<file path="src/hdl/tcw_pkg.sv">
// ============================================================================
// tcw_pkg - shared definitions for the text console writer
// Input mode and character codes, the internal command set passed from the
// front end to the back end, and the fixed field widths of the channels.
// ============================================================================
package tcw_pkg;

    localparam int ROW_W  = 5;
    localparam int COL_W  = 7;
    localparam int CELL_W = 16;

    localparam logic [1:0] MODE_PUT   = 2'd0;
    localparam logic [1:0] MODE_CLEAR = 2'd1;
    localparam logic [1:0] MODE_READ  = 2'd2;

    localparam logic [7:0] CHAR_TAB     = 8'h09;
    localparam logic [7:0] CHAR_NEWLINE = 8'h0A;
    localparam logic [7:0] CHAR_RETURN  = 8'h0D;
    localparam logic [7:0] CHAR_SPACE   = 8'h20;

    localparam logic [7:0] ATTR_RESET = 8'h0F;
    localparam logic [1:0] TAB_MASK   = 2'b11;

    typedef enum logic [2:0] {
        OP_NOP,
        OP_PUT,
        OP_NEWLINE,
        OP_RETURN,
        OP_TAB,
        OP_CLEAR,
        OP_READ
    } t_op;

    typedef struct packed {
        t_op              op;
        logic [7:0]       ch;
        logic [ROW_W-1:0] row;
        logic [COL_W-1:0] col;
    } t_cmd;

endpackage

</file>
<file path="src/hdl/tcw_cmd_fifo.sv">
// ============================================================================
// tcw_cmd_fifo - two-entry command queue
// Decouples the classifier from the sequencer so that each can stall alone.
// ============================================================================
module tcw_cmd_fifo
    import tcw_pkg::*;
(
    input  logic i_clk,
    input  logic i_rst_n,
    input  logic i_push,
    input  t_cmd i_cmd,
    input  logic i_pop,
    output logic o_full,
    output logic o_valid,
    output t_cmd o_cmd
);

    localparam int DEPTH = 2;
    localparam int PW    = $clog2(DEPTH);
    localparam int CNTW  = $clog2(DEPTH + 1);

    t_cmd            r_slot [DEPTH];
    logic [PW-1:0]   r_wp, n_wp;
    logic [PW-1:0]   r_rp, n_rp;
    logic [CNTW-1:0] r_cnt, n_cnt;

    assign o_full  = (r_cnt == CNTW'(DEPTH));
    assign o_valid = (r_cnt != '0);
    assign o_cmd   = r_slot[r_rp];

    always_comb begin
        n_wp  = i_push ? r_wp + 1'b1 : r_wp;
        n_rp  = i_pop ? r_rp + 1'b1 : r_rp;
        n_cnt = r_cnt;
        if (i_push && !i_pop) begin
            n_cnt = r_cnt + 1'b1;
        end else if (!i_push && i_pop) begin
            n_cnt = r_cnt - 1'b1;
        end
    end

    always_ff @(posedge i_clk) begin
        if (!i_rst_n) begin
            r_wp  <= '0;
            r_rp  <= '0;
            r_cnt <= '0;
        end else begin
            r_wp  <= n_wp;
            r_rp  <= n_rp;
            r_cnt <= n_cnt;
        end
    end

    always_ff @(posedge i_clk) begin
        if (i_push) begin
            r_slot[r_wp] <= i_cmd;
        end
    end

endmodule

</file>
<file path="config.mk">
export PLATFORM = sky130hd
export DESIGN_NAME = tcw_cmd_fifo
export DESIGN_NICKNAME = d
export VERILOG_FILES = /design/src/hdl/tcw_pkg.sv /design/src/hdl/tcw_cmd_fifo.sv
export SDC_FILE = /design/constraint.sdc
export NUM_CORES = 1
export LEC_CHECK = 0
export ABC_AREA = 1
export BUFFER_PORTS_ARGS = -buffer_cell sky130_fd_sc_hd__buf_2
export CORE_MARGIN = 5
export CORE_UTILIZATION = 55
export CTS_CLUSTER_SIZE = 12
export DETAILED_ROUTE_END_ITERATION = 8
export PLACE_DENSITY = 0.94
export SETUP_SLACK_MARGIN = 0.3
export SLEW_MARGIN = 20
export SYNTH_ARGS = -nofsm -noshare
export SYNTH_HDL_FRONTEND = slang
export SYNTH_SLANG_ARGS = --single-unit
</file>
<file path="constraint.sdc">
create_clock -name i_clk -period 3.3 [get_ports i_clk]
set_input_delay 0.33 -clock i_clk [delete_from_list [all_inputs] [get_ports i_clk]]
set_output_delay 0.33 -clock i_clk [all_outputs]
set_load 0.1 [all_outputs]
</file>
==> out/results.md <==
### Logic synthesis
* sky130_fd_sc_hd__edfxtp_1 73%, sky130_fd_sc_hd__mux2_2 14%, sky130_fd_sc_hd__dfxtp_1 5.3% — main area contributors after synthesis
* 0.00529 — compound-gate portion of the synthesized area
* 17.8 sq um — synthesized area divided by synthesized cell count
* sky130_fd_sc_hd__edfxtp_1 — dominant cell type by area after synthesis
* 0 — share of the synthesized netlist area taken by xor and xnor gates
* 106 — number of cells produced by synthesis
* 0.00662 — post-synthesis share of cell area spent on full adders, half adders and majority gates
* 51 — FF+latch count, synth
* multiplexers — dominant combinational cell family by area after synthesis
* 0.0397 — simple-gate share of the synthesized area
* 0.137 — fraction of synthesized area in multiplexers
* 0 — YS warnings
* 0.784 — sequential cell area fraction in the yosys report
* 0.731 — proportion of netlist area held by the largest area contributor
* 134 — nets in the synthesized netlist
* 12 — count of unique library cells instantiated by Yosys
* 1890 sq um — cell area after synthesis

### Clock tree
* sky130_fd_sc_hd__clkbuf_4 — clock root buffer
* 0 — Setup Fix Bufs, Post-CTS
* 2 — CTS H-tree lvls
* 0 — number of hold buffers added after CTS
* 0.14 ns — clock-pin transition on the worst setup and hold timing paths
* 5 — number of clock buffers inserted by TritonCTS
* 0 — count of instances resized after the clock tree is built
* 2 — clock buffer depth
* 51 — CTS sink cnt
* 0.36 ns — source-to-sink clock delay at the later pin of the worst-skew pair
* yes — clock tree from TritonCTS

### STA
* 0 ns — setup tns final
* 2.44 ns — time the worst path needs with I/O delays and setup
* 0.344 — Relative slew margins
* 0 — final-report max-slew violation count
* 0 — total setup violations reported at the end of the flow
* 0.00883 ns — clk_skew
* 0 — Final Hold Fails
* 411 MHz — maximum clock rate
* no — unrepaired setup endpoints after global routing
* 0.738 — share of the clock period used by the worst path after layout
* 0.983 ns — actual slew at the worst max-slew pin

### Power and ir drop
* 884 uW — internal power summed over all cells
* 0.243 — Comb pwr share
* 0.193 — share of total power in the clock network
* 0.000884 uW — reported leakage power
* 0.564 — register share of total power
* 601 nW/um^2 — areal power density over the cells
* 464 uW — net switching power
* 363 uV — IR Drop Worst-Case VDD
* 0.344 — switching power share of the total

### Global routing
* 0 — antenna violations before repair
* 0 — overflow left after global routing
* 4790 microns — wire length of the first global-routing pass
* 0.151 — global-route usage over all layers
* 1087 — vias in the first global route
* 24 — maximum number of pins on one net before global-route repair

### Placement
* 0.667 — GP Congestion
* 51 — Port-buffer cells
* 2250 microns — DP Wirelength

### Die
* 21 — standard-cell rows
* 3340 sq um — Core Region
* 4710 sq um — die footprint
* 52 — number of top-level pins
* 0.567 — Starting Density
* 68.6 microns — vertical extent of the die
* 68.6 microns — width of the die

### Layout
* sky130_fd_sc_hd__buf_2 — leading cell type in the layout, fill and taps excluded
* 364 sq um — multi-input gate area in the final layout
* 249 — count of filler cells inserted in the layout
* 0 — diodes inserted
* 0.497 — share of cells above drive strength 1
* 0.672 — final core area utilization
* 1480 sq um — Sequential Area
* 190 — count of nets after finishing
* 18.5% — Layout Area Growth over Synthesis
* 51 x sky130_fd_sc_hd__buf_2, 46 x sky130_fd_sc_hd__edfxtp_1, 23 x sky130_fd_sc_hd__mux2_2 — commonest cells after routing, fill and taps aside

### Drt
* 0 — number of nets still failing antenna checks after routing
* 27 — initial drt markers
* 4 — drt pass-1 iters
* 3140 microns — routed wire length
* 1037 — vias after detailed routing
* 0 — Residual DRC
* 15.0 microns — Routed wire per std cell
* 4.96 — number of vias per cell

### Critical path
* output port — endpoint class of the critical path
* 23 — highest fanout seen on the critical path
* 2.11 ns — WP data arrival
* 2.97 ns — endpoint required time on the critical path
* register to output port — CP Class
* register — startpoint kind of the worst setup timing path

### Flow run
* 0 — MaxCap Viol Count

### Outcome
* complete, no violations — result of the run

### Hold path
* input pin to register — path category of the worst min-delay check

[through the flow]
step | instance area (sq um) | worst slack [ns] | instances | hold WS (ns) | power [uW]
2_1_floorplan | 1890 | 1.35 | 106 | 0.429 | 1050
3_3_place_gp | 2180 | 1.29 | 201 | 0.475 | 1090
3_5_place_dp | 2180 | 1.25 | 201 | 0.489 | 1100
4_1_cts | 2240 | 0.813 | 209 | 0.127 | 1360
5_1_grt | 2240 | 0.734 | 209 | 0.111 | 1400
6_report | 2240 | 0.864 | 209 | 0.142 | 1350
[worst max-delay path, cell delays in order (launching register included)]
cell	delay, ns
sky130_fd_sc_hd__dfxtp_1	0.99
sky130_fd_sc_hd__mux2_2	0.32
sky130_fd_sc_hd__buf_2	0.43
[metal layers]
metal	track usage	vias to the layer above	share of wire	wire, microns
li1	-	498	-	-
met3	0.0454	8	0.076	237
met4	0.0968	0	0.028	87
met2	0.278	36	0.51	1610
met5	0	-	0	0
met1	0.142	495	0.38	1200
[synthesized netlist by cell type]
cell type                  count
sky130_fd_sc_hd__edfxtp_1     46
sky130_fd_sc_hd__nor2_1        8
sky130_fd_sc_hd__ha_1          1
sky130_fd_sc_hd__buf_6         2
sky130_fd_sc_hd__dfxtp_1       5
sky130_fd_sc_hd__mux2_2       23
sky130_fd_sc_hd__inv_1         8
sky130_fd_sc_hd__a21oi_1       1
sky130_fd_sc_hd__nand3_1       1
sky130_fd_sc_hd__nand4_1       1
sky130_fd_sc_hd__nand2_1       9
sky130_fd_sc_hd__o21ai_0       1
[layout make-up]
class                   instances  area share
clock inverters                 3     0.00670
well taps                      46      0.0257
repair buffers                 51       0.114
clock buffers                   5      0.0168
flip-flops and latches         51       0.661
inverters                       8      0.0134
multi-input cells              45       0.162
[state kept, by name, indices dropped and copies added (netlist names), named ones only]
name and count:
r_slot 46, r_cnt 2, r_rp 1, r_wp 1
[cell families after synthesis]
logic type	Yosys count
and+or+nand+nor	19
AOI/OAI and AO/OA	2
DFF	51
muxes	23
buffers and inverters	10
adders and majority gates	1
[worst paths after layout]
path	from	endpoint	slack (ns)	depth (start not counted)
max	register	o_cmd[18]	0.86	2
min	i_cmd[5]	r_slot[0][5]$_DFFE_PP_	0.14	1
max reg2reg	r_wp$_SDFFE_PN0P_	r_slot[1][7]$_DFFE_PP_	1.75	2
min reg2reg	r_rp$_SDFFE_PN0P_	register	0.52	2
[power by group through the flow]
stage | logic, uW | registers [uW] | clock network (uW)
after floorplan | 282 | 766 | 0
after global placement | 321 | 774 | 0
after detailed placement | 329 | 776 | 0
after CTS | 329 | 761 | 267
after global routing | 341 | 764 | 298
final | 327 | 761 | 260
Power figures use the tool's default switching activity.
