**config.mk**
```make
export PLATFORM = sky130hd
export DESIGN_NAME = tcw_front_flat
export DESIGN_NICKNAME = d
export VERILOG_FILES = /design/src/hdl/tcw_pkg.sv /design/src/hdl/tcw_chan_if.sv /design/src/hdl/tcw_front.sv /design/src/flat_wrapper.sv
export SDC_FILE = /design/constraint.sdc
export NUM_CORES = 1
export LEC_CHECK = 0
export BUFFER_PORTS_ARGS = -buffer_cell sky130_fd_sc_hd__buf_2
export CAP_MARGIN = 20
export CORE_AREA = 4 4 41 43
export DETAILED_ROUTE_END_ITERATION = 10
export DIE_AREA = 0 0 45 47
export GPL_ROUTABILITY_DRIVEN = 0
export PLACE_DENSITY = 0.65
export SYNTH_ARGS = -nofsm -noshare
export SYNTH_HDL_FRONTEND = slang
export SYNTH_SLANG_ARGS = --single-unit
```
**constraint.sdc**
```tcl
create_clock -name vclk -period 2
set_input_delay 0.2 -clock vclk [all_inputs]
set_output_delay 0.2 -clock vclk [all_outputs]
set_load 0.05 [all_outputs]
```
**src/hdl/tcw_pkg.sv**
```systemverilog
// ============================================================================
// tcw_pkg - shared definitions for the text console writer
// Input mode and character codes, the internal command set passed from the
// front end to the back end, and the fixed field widths of the channels.
// ============================================================================
package tcw_pkg;

    localparam int ROW_W  = 5;
    localparam int COL_W  = 7;
    localparam int CELL_W = 16;

    localparam logic [1:0] MODE_PUT   = 2'd0;
    localparam logic [1:0] MODE_CLEAR = 2'd1;
    localparam logic [1:0] MODE_READ  = 2'd2;

    localparam logic [7:0] CHAR_TAB     = 8'h09;
    localparam logic [7:0] CHAR_NEWLINE = 8'h0A;
    localparam logic [7:0] CHAR_RETURN  = 8'h0D;
    localparam logic [7:0] CHAR_SPACE   = 8'h20;

    localparam logic [7:0] ATTR_RESET = 8'h0F;
    localparam logic [1:0] TAB_MASK   = 2'b11;

    typedef enum logic [2:0] {
        OP_NOP,
        OP_PUT,
        OP_NEWLINE,
        OP_RETURN,
        OP_TAB,
        OP_CLEAR,
        OP_READ
    } t_op;

    typedef struct packed {
        t_op              op;
        logic [7:0]       ch;
        logic [ROW_W-1:0] row;
        logic [COL_W-1:0] col;
    } t_cmd;

endpackage

```
**src/hdl/tcw_chan_if.sv**
```systemverilog
// ============================================================================
// tcw_chan_if - valid/ready channels of the text console writer
// tcw_in_if carries one console request, tcw_out_if one result.
// ============================================================================
interface tcw_in_if;
    logic       valid;
    logic       ready;
    logic [1:0] mode;
    logic [7:0] character_code;
    logic [4:0] read_row;
    logic [6:0] read_column;

    modport source (output valid, mode, character_code, read_row, read_column,
                    input ready);
    modport sink   (input valid, mode, character_code, read_row, read_column,
                    output ready);
endinterface


```
**src/hdl/tcw_front.sv**
```systemverilog
// ============================================================================
// tcw_front - request classifier
// Accepts requests and turns each into one back-end command: printable
// character, newline, carriage return, tab, clear, read, or no operation.
// ============================================================================
module tcw_front
    import tcw_pkg::*;
#(
    parameter int COLUMNS = 80,
    parameter int ROWS    = 25
) (
    input  logic    i_enable,
    input  logic    i_full,
    tcw_in_if.sink  i_in,
    output logic    o_push,
    output t_cmd    o_cmd
);

    logic in_range;

    assign i_in.ready = i_enable && !i_full;
    assign o_push     = i_in.valid && i_in.ready;

    // A read outside the screen returns zero, exactly as an unused mode does.
    assign in_range = (int'(i_in.read_row) < ROWS) && (int'(i_in.read_column) < COLUMNS);

    always_comb begin
        o_cmd.ch  = i_in.character_code;
        o_cmd.row = i_in.read_row;
        o_cmd.col = i_in.read_column;
        unique case (i_in.mode)
            MODE_PUT: begin
                unique case (i_in.character_code)
                    CHAR_NEWLINE: o_cmd.op = OP_NEWLINE;
                    CHAR_RETURN:  o_cmd.op = OP_RETURN;
                    CHAR_TAB:     o_cmd.op = OP_TAB;
                    default:      o_cmd.op = OP_PUT;
                endcase
            end
            MODE_CLEAR: o_cmd.op = OP_CLEAR;
            MODE_READ:  o_cmd.op = in_range ? OP_READ : OP_NOP;
            default:    o_cmd.op = OP_NOP;
        endcase
    end

endmodule

```
**src/flat_wrapper.sv**
```systemverilog
// flat-port wrapper written by rule: the top's interface ports become plain ports
module tcw_front_flat import tcw_pkg::*;
#(
    parameter int COLUMNS = 80,
    parameter int ROWS    = 25
)
  (i_enable, i_full, o_push, o_cmd, i_in_valid, i_in_mode, i_in_character_code, i_in_read_row, i_in_read_column, i_in_ready);
  tcw_in_if i_in_i ();
  input  logic i_enable;
  input  logic i_full;
  output logic o_push;
  output t_cmd o_cmd;
  input wire logic [$bits(i_in_i.valid)-1:0] i_in_valid;
  input wire logic [$bits(i_in_i.mode)-1:0] i_in_mode;
  input wire logic [$bits(i_in_i.character_code)-1:0] i_in_character_code;
  input wire logic [$bits(i_in_i.read_row)-1:0] i_in_read_row;
  input wire logic [$bits(i_in_i.read_column)-1:0] i_in_read_column;
  output wire logic [$bits(i_in_i.ready)-1:0] i_in_ready;
  assign i_in_i.valid = i_in_valid;
  assign i_in_i.mode = i_in_mode;
  assign i_in_i.character_code = i_in_character_code;
  assign i_in_i.read_row = i_in_read_row;
  assign i_in_i.read_column = i_in_read_column;
  assign i_in_ready = i_in_i.ready;
  tcw_front #(.COLUMNS(COLUMNS), .ROWS(ROWS)) u_core (.i_enable(i_enable), .i_full(i_full), .i_in(i_in_i), .o_push(o_push), .o_cmd(o_cmd));
endmodule
```
==> results of run 1 <==
through the flow:
stage                       util  instance area (sq um)  hold WS [ns]
after global routing      0.2750                  357.8        0.4001
after CTS                 0.2750                  357.8        0.4006
after floorplan                -                  279.0        0.5671
after global placement    0.2750                  357.8        0.4006
after detailed placement  0.2750                  357.8        0.4006
final                     0.2750                  357.8        0.4000
power groups by stage:
| stage | clock network, W | registers [W] | logic (W) |
|---|---|---|---|
| CTS | 0 | 0 | 0.000146 |
| finish | 0 | 0 | 0.000144 |
| floorplan | 0 | 0 | 0.000142 |
| global route | 0 | 0 | 0.000153 |
| global placement | 0 | 0 | 0.000144 |
| detailed placement | 0 | 0 | 0.000145 |
cell type report:
class | instances | area [sq um]
Tap cell | 15 | 18.77
Inverter | 1 | 3.754
Fill cell | 152 | 943.4
Multi-Input combinational cell | 17 | 125.1
Timing Repair Buffer | 42 | 210.2
metal layers:
metal / up-vias / global-route usage / share of wire
li1: 158 / - / -
met1: 123 / 0.08315 / 0.38
met2: 23 / 0.1215 / 0.46
met3: 0 / 0.01149 / 0.16
met4: 0 / 0.005848 / 0
met5: - / 0 / 0
cell families (layout without fill, tap and decap cells):
family	after synthesis	after routing
compound gates	5	5
simple gates	11	11
xor+xnor	1	1
buf+inv	21	43
worst max-delay path, stage by stage:
cell	delay [ns]
buf_2	0.11
nor4_2	0.30
nand2_1	0.12
o41ai_2	0.30
buf_2	0.32
synth_stat cells:
library cell	number
o41a_1	1
and2_1	1
nor4_2	1
nor2b_1	2
xnor2_1	1
o311ai_0	1
nand3_1	1
nor2_1	1
nand4_1	1
inv_1	1
nor3b_1	1
a21oi_1	1
o21ai_0	1
nand4b_1	1
o41ai_1	1
buf_4	20
nand2_1	2
worst min path at each step:
stage	endpoint	from	slack, ns	cells past startpoint
floorplan	o_cmd[0]	i_in_read_column[0]	0.57	1
global placement	o_cmd[1]	i_in_read_column[1]	0.40	0
detailed placement	o_cmd[1]	i_in_read_column[1]	0.40	0
CTS	o_cmd[1]	i_in_read_column[1]	0.40	0
global route	o_cmd[2]	i_in_read_column[2]	0.40	0
finish	o_cmd[1]	i_in_read_column[1]	0.40	0
placed cells by master, fill, tap and decap left out:
cell and count:
nand3_1 1, nand2_1 2, nor4_2 1, o41ai_2 1, nor3b_1 1, nor2_1 1
a21oi_1 1, nor2b_1 2, o311ai_0 1, o41a_1 1, xnor2_1 1, nand4b_1 1
and2_1 1, nand4_1 1, buf_2 42, inv_1 1, o21ai_0 1
==> metrics.cfg, run 1 <==
[worst_setup_path]
start_kind=input port
critical_path_class=in2out
end_kind=primary output
cp_max_fo=2
startpoint=i_in_character_code[5]
setup.worst_path.end=o_cmd[21]
required_ns=1.80
arrival_ns=1.35

[cells_and_area]
fin_nets=87
post_layout_nonfiller_instances=75
clkbuf_count=0
regArea_sq_um=0
drive_gt1_frac=0.7333
syn2layout_area_growth_pct=31.80
antenna_cells=0
seq_cell_count=0

[floorplanning]
row_count=13
dieArea_sq_mm=0.002115
pin_count=50
dieWidth_um=45
core_area_sq_mm=0.001301
die_height_um=47
start_util=0.2087

[logic_synthesis]
synth_xor_area_frac=0.03226
ys_warn_count=0
synthTopCellsByArea=buf_4, nor2b_1, nor4_2, o41a_1, nand4b_1
synthCells=38
synth-simple-area-share=0.2581
yosys.area.top_type_share=0.5530
synth_area_per_cell_sq_um=7.145
yosysUniqueCellTypes=17
yosysTopAreaCell=buf_4
synth_compound_area_frac=0.1429
synth_top_family_by_area=buffers and inverters
syn_nets=63
ys_seq_area_frac=0
synth_fa_ha_area_frac=0
synth_mux_area_frac=0
netlist_area_sq_um=271.5

[sta]
fmax_ghz=0.6445
hold_viol_final=0
worst_slack_ns=0.4484
slew_violations=0
finalSetupViolations=0
setup_tns_ns=0
fin_crit_sh=0.7758
min_period_ns=1.552
max-slew-margin-rel=0.7858
worst_slew_pin_slew_ns=0.3173
rsz0062_at_grt=false

[clocking]
cts_resized=0
cts_setup_buffers=0
holdBufCountCts=0

[routing]
route.detailed.drc=0
dr.pass1.iters=2
avgRoutedWirePerCell_um=10.23
antenna_left=0
wirelength_um=767
vias=304
vias_per_cell=4.053
drt_iter0_drc=1

[place]
dp_slack_ns=0.4465
portBuffers=42
dp_hpwl_um=729.5
place_inst=75

[power_and_ir_drop]
leakage_nw=0.2079
intPower_w=0.00003758
irDropWorstVdd_uv=78.75
swShare=0.7396
power_w=0.0001444
p_seq_frac=0
p_comb_frac=1.000
p_switching_w=0.0001068
power.density_mw_per_mm2=403.4
power_frac_clock=0

[global_routing]
grt_max_degree=6
track_usage=0.06609
grt_overflow_total=0
grt_pass1_vias=260
grt_pass1_wl_um=1097
antenna_found_initial=0

[status]
outcome=finished clean

[worst_hold_path]
min_path_type=in2out

[flow_run]
maxCapViolCount=0

(Power assumes the default switching activity.)
==> run 2: changes to the inputs <==
==> constraint.sdc (replaced) <==
create_clock -name vclk -period 1.6
set_input_delay 0.16 -clock vclk [all_inputs]
set_output_delay 0.16 -clock vclk [all_outputs]
set_load 0.05 [all_outputs]
==> run 2 against run 1 <==
  * First-iteration DRC count fell by 100%
  * Total power rose by 27%
  * Core utilization rose by 0.87 points
  * Clock-buffer cell count did not move
==> metrics.cfg, run 2 (synthesis gave the netlist of run 1 again) <==
[cells_and_area]
final_common_cell=buf_2
seq_cell_count=0  ; unchanged
final_cell_mix=buf_2, nand2_1, nor2b_1
drive_gt1_frac=0.7333  ; unchanged
fillers=157  ; +3.3%
fin_nets=87  ; unchanged
syn2layout_area_growth_pct=35.94
antenna_cells=0  ; unchanged
clkbuf_count=0  ; unchanged
multi_input_area_sq_um=136.4  ; +9.0%
regArea_sq_um=0  ; unchanged

[sta]
setup_tns_ns=0  ; unchanged
min_period_ns=1.485
rsz0062_at_grt=false
slew_violations=0  ; unchanged
fmax_ghz=0.6735
fin_crit_sh=0.9279
finalSetupViolations=0  ; unchanged
hold_viol_final=0  ; unchanged
timing.hold.ws_ns=0.3200  ; -0.08000 ns
worst_slew_pin_slew_ns=0.3102  ; -0.007084 ns
max-slew-margin-rel=0.7906  ; +0.004782

[worst_setup_path]
arrival_ns=1.32  ; -0.03 ns
required_ns=1.44  ; -0.36 ns
cp_max_fo=2  ; unchanged
slowest_stage=o41a_1
path_cells=buf_2 > nor4_2 > nand2_1 > o41a_1 > buf_2
start_kind=input port
critical_path_class=in2out
startpoint=i_in_character_code[5]
slowest_delay_ns=0.37  ; +0.05 ns
crit_top_cell=buf_2
end_kind=primary output
path_buf_inv=2  ; unchanged
crit_family=simple AND/OR/NAND/NOR gates

[routing]
drt_iter0_drc=0  ; -1
route.detailed.drc=0  ; unchanged
dr.pass1.iters=1  ; -1
vias_per_cell=3.827  ; -5.6%
vias=287  ; -5.6%
antenna_left=0  ; unchanged
wirelength_um=762  ; -0.65%
avgRoutedWirePerCell_um=10.16  ; -0.65%

[power_and_ir_drop]
power.density_mw_per_mm2=496.9  ; +23%
irDropWorstVdd_uv=115.0  ; +46%
leakage_nw=0.2201  ; +5.8%

[clocking]
cts_resized=0  ; unchanged
holdBufCountCts=0  ; unchanged
cts_setup_buffers=0  ; unchanged

[place]
portBuffers=42  ; unchanged
dp_hpwl_um=722.8  ; -0.92%

[floorplanning]
dieWidth_um=45  ; unchanged
row_count=13  ; unchanged
start_util=0.2087  ; unchanged
die_height_um=47  ; unchanged
pin_count=50  ; unchanged
dieArea_sq_mm=0.002115  ; unchanged
core_area_sq_mm=0.001301  ; unchanged

[global_routing]
grt_overflow_total=0  ; unchanged
grt_max_degree=6  ; unchanged
grt_pass1_vias=234  ; -10%
grt_pass1_wl_um=1062  ; -3.2%
track_usage=0.06294  ; -0.003147
antenna_found_initial=0  ; unchanged

[status]
outcome=finished clean

[worst_hold_path]
min_path_type=in2out
worstHoldStart=i_in_read_column[0]

[flow_run]
maxCapViolCount=0  ; unchanged

## run 2: changes by cell type in the layout (fill, tap and decap cells not counted)
cell     delta
o41ai_2     -1
o41ai_4     +1
## run 2: layer usage
layer / part of all wire / vias to the layer above / track usage / wire [um]
li1: - / 156 / - / -
met1: 0.38 / 111 / 0.08764 / 287
met2: 0.47 / 20 / 0.1073 / 360
met3: 0.15 / 0 / 0.01149 / 115
met4: 0 / 0 / 0 / 0
met5: 0 / - / 0 / 0
## run 2: worst paths after layout
path	end	slack (ns)	cells after the start
worst min-delay path	o_cmd[0]	0.32	0
worst max-delay path	o_cmd[20]	0.12	5
## run 2: cell type report
| class | count | share of cell area |
|---|---|---|
| repair buffers | 42 | 0.5695 |
| multi-input cells | 17 | 0.3695 |
| well taps | 15 | 0.05085 |
| inverters | 1 | 0.01017 |
## run 2: power breakdown
group,leakage (nW),switching [W],internal (W)
Combinational,0.220,0.000135,0.0000480
Sequential,0,0,0
Clock,0,0,0
Total,0.220,0.000135,0.0000480
## run 2: per-stage QoR
stage,total power (W),setup slack [ns],instances,utilization,area [sq um]
6_report,0.0001834,0.1153,75,0.2837,369.1
5_1_grt,0.0001940,0.001765,75,0.2837,369.1
4_1_cts,0.0001853,0.08449,75,0.2837,369.1
3_5_place_dp,0.0001850,0.09031,75,0.2837,369.1
3_3_place_gp,0.0001835,0.1044,75,0.2837,369.1
2_1_floorplan,0.0001790,0.007581,38,-,290.3
